File: src/cbb_pkg.sv
// ----------------------------------------------------------------------------
// cbb_pkg
// Shared constants and types for the clamped box blur.
// ----------------------------------------------------------------------------
package cbb_pkg;

  localparam int MAX_WIDTH  = 1024;
  localparam int MAX_RADIUS = 8;
  localparam int CH_BITS    = 16;
  localparam int RING_ROWS  = 2 * MAX_RADIUS + 2;

  localparam int COL_W  = $clog2(MAX_WIDTH);
  localparam int RING_W = $clog2(RING_ROWS);
  localparam int ADDR_W = RING_W + COL_W;
  localparam int PIX_W  = 3 * CH_BITS;
  localparam int SPAN_W = $clog2(2 * MAX_RADIUS + 2);
  localparam int CNT_W  = $clog2((2 * MAX_RADIUS + 1) * (2 * MAX_RADIUS + 1) + 1);
  localparam int SUM_W  = CH_BITS + CNT_W;
  localparam int POS_W  = 27;
  localparam int STEP_W = $clog2(SUM_W + 1);

  localparam logic [1:0] CFG_WIDTH  = 2'd0;
  localparam logic [1:0] CFG_HEIGHT = 2'd1;
  localparam logic [1:0] CFG_RADIUS = 2'd2;

  typedef enum logic [2:0] {
    ST_IDLE,
    ST_SCAN,
    ST_DRAIN,
    ST_DIV,
    ST_OUT
  } state_t;

  typedef logic [SUM_W-1:0] sum_t;
  typedef logic [CH_BITS-1:0] chan_t;

endpackage

File: src/cbb_div.sv
// ----------------------------------------------------------------------------
// cbb_div
// Three restoring dividers sharing one control, one quotient bit per cycle.
// ----------------------------------------------------------------------------
module cbb_div (
  input  logic                    clk,
  input  logic                    rst,
  input  logic                    start,
  input  cbb_pkg::sum_t           dividend [3],
  input  logic [cbb_pkg::CNT_W-1:0] divisor,
  output logic                    done,
  output cbb_pkg::chan_t          quotient [3]
);
  import cbb_pkg::*;

  logic [SUM_W-1:0]  q [3];
  logic [CNT_W-1:0]  rem [3];
  logic [CNT_W-1:0]  dv;
  logic [STEP_W-1:0] step;
  logic              busy;
  logic [CNT_W:0]    trial [3];
  logic              fits [3];

  always_comb begin
    for (int i = 0; i < 3; i++) begin
      trial[i] = {rem[i], q[i][SUM_W-1]};
      fits[i]  = trial[i] >= {1'b0, dv};
    end
  end

  always_ff @(posedge clk) begin
    if (rst) begin
      busy <= 1'b0;
      done <= 1'b0;
      step <= '0;
    end else begin
      done <= 1'b0;
      if (start) begin
        busy <= 1'b1;
        step <= STEP_W'(SUM_W - 1);
      end else if (busy) begin
        if (step == '0) begin
          busy <= 1'b0;
          done <= 1'b1;
        end else begin
          step <= step - 1'b1;
        end
      end
    end
  end

  always_ff @(posedge clk) begin
    if (start) begin
      dv <= divisor;
      for (int i = 0; i < 3; i++) begin
        q[i]   <= dividend[i];
        rem[i] <= '0;
      end
    end else if (busy) begin
      for (int i = 0; i < 3; i++) begin
        rem[i] <= fits[i] ? CNT_W'(trial[i] - {1'b0, dv}) : trial[i][CNT_W-1:0];
        q[i]   <= {q[i][SUM_W-2:0], fits[i]};
      end
    end
  end

  always_comb begin
    for (int i = 0; i < 3; i++) begin
      quotient[i] = q[i][CH_BITS-1:0];
    end
  end

`ifndef SYNTH
  a_no_restart: assert property (@(posedge clk) disable iff (rst) busy |-> !start)
    else $error("divider restarted while busy");
  a_done_once: assert property (@(posedge clk) disable iff (rst) done |=> !done)
    else $error("divider done held two cycles");
  a_nonzero: assert property (@(posedge clk) disable iff (rst) busy |-> dv != '0)
    else $error("divide by zero");
`endif

endmodule

File: config.mk
export PLATFORM = sky130hd
export DESIGN_NAME = cbb_div
export DESIGN_NICKNAME = d
export VERILOG_FILES = /design/src/cbb_pkg.sv /design/src/cbb_div.sv
export SDC_FILE = /design/constraint.sdc
export NUM_CORES = 1
export LEC_CHECK = 0
export BUFFER_PORTS_ARGS = -buffer_cell sky130_fd_sc_hd__buf_2
export CAP_MARGIN = 20
export CORE_ASPECT_RATIO = 0.75
export CORE_UTILIZATION = 60
export CTS_CLUSTER_DIAMETER = 200
export DETAILED_ROUTE_END_ITERATION = 12
export PLACE_DENSITY = 0.86
export REMOVE_ABC_BUFFERS = 1
export SETUP_SLACK_MARGIN = 0.4
export SLEW_MARGIN = 15
export SYNTH_ARGS = -nofsm -noshare
export SYNTH_HDL_FRONTEND = slang
export SYNTH_SLANG_ARGS = --single-unit
File: constraint.sdc
create_clock -name clk -period 3.9 [get_ports clk]
set_input_delay 0.39 -clock clk [delete_from_list [all_inputs] [get_ports clk]]
set_output_delay 0.39 -clock clk [all_outputs]
set_load 0.05 [all_outputs]
==> tab_implementation.tex <==
\begin{tabular}{lr}
\hline
Metric & Value \\
\hline
\multicolumn{2}{l}{\textbf{Synthesis}} \\
Top-area cell type share of the netlist area & between 50\% and 60\% \\
Prevailing post-synth register cell & edfxtp\_1 \\
Average cell area after synthesis & $\sim$9.7 sq um \\
Number of flops mapped to enable cells by yosys & around 110 \\
Synth top cells by count & 240 x nand2\_1, 111 x edfxtp\_1, 48 x buf\_4 \\
Cell type contributing the most total cell area after synthesis & edfxtp\_1 \\
Synth Warn \# & 0 \\
Netlist area before placement & around 6700 sq um \\
Post-synth cell types & 59 \\
Number of instances in the synthesized netlist & around 690 \\
Post-synth ARST share & 0\% \\
Most frequent cell after synthesis & nand2\_1 \\
Leading cell types by total area after synthesis & edfxtp\_1 50\%, nand2\_1 14\%, buf\_4 5.4\%, ha\_1 5.3\%, dfxtp\_1 2.1\% \\
Fraction of the yosys area taken by sequential cells & between 50\% and 60\% \\
Post-synthesis register bit count & about 120 \\
\multicolumn{2}{l}{\textbf{Timing}} \\
Measured slew at the worst slew-check pin & $\sim$1.0 ns \\
Max-Slew Margin vs Limit & 30.31\% \\
Final TNS setup & 0 ns \\
Final number of max-transition violations & 0 \\
Count of endpoints failing hold in the final timing report & 0 \\
Shortest period the worst path allows & slightly below 3 ns \\
Minimum hold slack & approximately 0.15 ns \\
Count of final setup violators & 0 \\
Final worst path period share & around 74\% \\
Clock Skews & approximately 0.012 ns \\
Peak clock frequency supported by timing & between 0.3 and 0.4 GHz \\
Setup repair after global routing missed its margin & no \\
\multicolumn{2}{l}{\textbf{Cells and area}} \\
Post-layout net count & about 900 \\
Diode count & 0 \\
Post-Route Utilization & between 70 and 80\% \\
Area delta synth->final & 15.13\% \\
Final Instance Area & 7664 sq um \\
Share of post-route cells with drive strength above 1 & around 23\% \\
Fillers & about 740 \\
\multicolumn{2}{l}{\textbf{Clock network}} \\
Deepest clock path buffer count & 2 \\
Number of gates resized after CTS & 0 \\
Clock insertion delay at the later pin of the skew report & 0.42 ns \\
Clock buffer count from CTS & 17 \\
Postcts setup bufs & 0 \\
CTS clock-pin slew for the worst setup and hold paths & 0.06 ns \\
Count of H-tree levels built during CTS & 4 \\
Clock tree from TritonCTS & yes \\
Number of clock sinks & between 100 and 150 \\
Number of buffers inserted by hold repair at cts & 0 \\
Clock Tree Root & clkbuf\_16 \\
\multicolumn{2}{l}{\textbf{Die}} \\
Count of boundary I/O pins & 136 \\
Horizontal die dimension & 123.6 microns \\
Area of the core & between 10,000 and 15,000 sq um \\
Area of the die & between 10,000 and 15,000 sq um \\
Chip height & 93.22 microns \\
Floorplan row count & 32 \\
Initial Utilization & $\sim$63\% \\
\multicolumn{2}{l}{\textbf{Power}} \\
Overall Power & 4010 uW \\
Standby leakage power & 0.003476 uW \\
Power per unit of standard cell area & 523.3 nW/um\^{}2 \\
Peak supply drop & approximately 0.38 mV \\
\multicolumn{2}{l}{\textbf{Hold path}} \\
Worst-case hold path end point & dv[8] \\
Hold Path Class & primary input to flip-flop \\
Worst Hold Depth & 1 \\
Worst hold start & divisor[8] \\
\multicolumn{2}{l}{\textbf{Placement}} \\
\# port buffers & 135 \\
Post-Place Cell Area & between 7000 and 8000 sq um \\
Final Wtd Congestion & between 0.9 and 1 \\
Placed wire-length estimate & 10,010 microns \\
\multicolumn{2}{l}{\textbf{Setup path}} \\
Critical path endpoint category & flip-flop \\
Worst setup SP type & flip-flop \\
Critical setup path kind & flip-flop to flip-flop \\
Data required time at the worst endpoint & 4.02 ns \\
Crit-path max FO & 12 \\
R2R setup slack & 1.01 ns \\
Terminus of the critical flop-to-flop path & rem[0][10] \\
Register-to-Register Path Depth & 7 \\
Startpoint of the worst register-to-register path & dv[7] \\
Data arrival time of the critical path & around 3 ns \\
\multicolumn{2}{l}{\textbf{Global routing}} \\
Remaining global-route overflow & 0 \\
Wire length of the first global-routing pass & roughly 23,000 microns \\
Initial antenna violation count & 0 \\
Number of global-route vias before repair & approximately 5k \\
Largest net degree at the start of global routing & approximately 100 \\
GR Util All Layers & around 27\% \\
\multicolumn{2}{l}{\textbf{Detailed routing}} \\
Post-DR wirelength/cell & roughly 16 microns \\
Drt first pass iters & 5 \\
Detailed-route wire length & roughly 15,000 microns \\
Routed vias & 5,202 \\
Detailed Route Iter0 Violations & 536 \\
Post-route DRC violation count & 0 \\
Number of antenna-violating nets in the routed design & 0 \\
Average via count per standard cell & roughly 5.7 \\
\multicolumn{2}{l}{\textbf{Run status}} \\
Result of the run & completed \\
\multicolumn{2}{l}{\textbf{Job}} \\
Max\_cap viols & 0 \\
\hline
\end{tabular}
metrics by stage:
step | setup WS, ns | std cells
3_5_place_dp | 1.034 | 887
6_report | 1.009 | 919
3_3_place_gp | 1.198 | 887
5_1_grt | 0.7663 | 919
2_1_floorplan | 0.08970 | 613
4_1_cts | 1.035 | 919
critical path: stages, from the launching register on:
cell       delay [ns]
edfxtp_1         0.36
inv_1            0.15
ha_1             0.34
a2111oi_0        0.49
o21ai_1          0.15
o21ai_1          0.77
mux2i_1          0.29
nor2_1           0.06
metal layers:
metal | up-vias | global-route usage, % | wire (microns)
met3 | 23 | 6.098 | 932
met2 | 193 | 43.80 | 7270
met5 | - | 0 | 0
met4 | 0 | 9.639 | 174
met1 | 2465 | 35.22 | 6393
li1 | 2521 | - | -
cell type report:
class / instances / area (sq um) / area share, %
clock buffer: 17 / 425.4 / 5.551
clock inverter: 15 / 155.1 / 2.024
inverter: 22 / 82.58 / 1.078
multi-input combinational: 473 / 2646 / 34.53
sequential: 118 / 3473 / 45.32
tap: 136 / 170.2 / 2.220
timing repair buffer: 138 / 710.7 / 9.273
flip-flops by register name, summed over array words and instances (netlist names):
register  count
q            75
rem          27
dv            9
step          5
busy          1
done          1
how the worst max path moves through the flow:
stage	from	end	slack (ns)	depth (start not counted)
4_1_cts	dv[7]	rem[0][10]	1.04	7
6_report	dv[7]	rem[0][10]	1.01	7
3_5_place_dp	dv[7]	rem[0][10]	1.03	7
3_3_place_gp	q[0][49]	rem[0][10]	1.20	9
2_1_floorplan	start	rem[0][26]	0.09	3
5_1_grt	dv[7]	rem[0][13]	0.77	7
cell families after synthesis:
logic type,synth area share (%)
compound gates,10.86
flops,52.18
mux,0.6015
fa+ha+maj,6.166
xor+xnor,1.447
simple gates,20.41
buf+inv,8.327
power breakdown:
part / switching [uW] / internal (uW) / total [uW]
logic: 598 / 287 / 885
clock network: 584 / 940 / 1520
registers: 64.7 / 1540 / 1600
total: 1250 / 2760 / 4010
cells in the final DEF (no fill, tap or decap), types with 3 or more instances in the layout:
master	count
o21ai_0	21
a21o_1	8
a211o_1	3
ha_1	28
nand2_1	239
fa_1	3
o31ai_1	4
nor2_1	22
a21oi_1	25
dfxtp_1	7
xor2_1	5
mux2i_1	4
clkinvlp_4	6
nand4_1	9
buf_2	135
o311a_1	4
xnor2_1	6
o21a_1	4
nand3_1	17
clkbuf_16	17
edfxtp_1	111
or3_1	4
o211ai_1	4
clkinv_2	3
inv_1	22
o22ai_1	3
nor2b_1	6
a211oi_1	4
nor3_1	10
(Power assumes the default switching activity.)
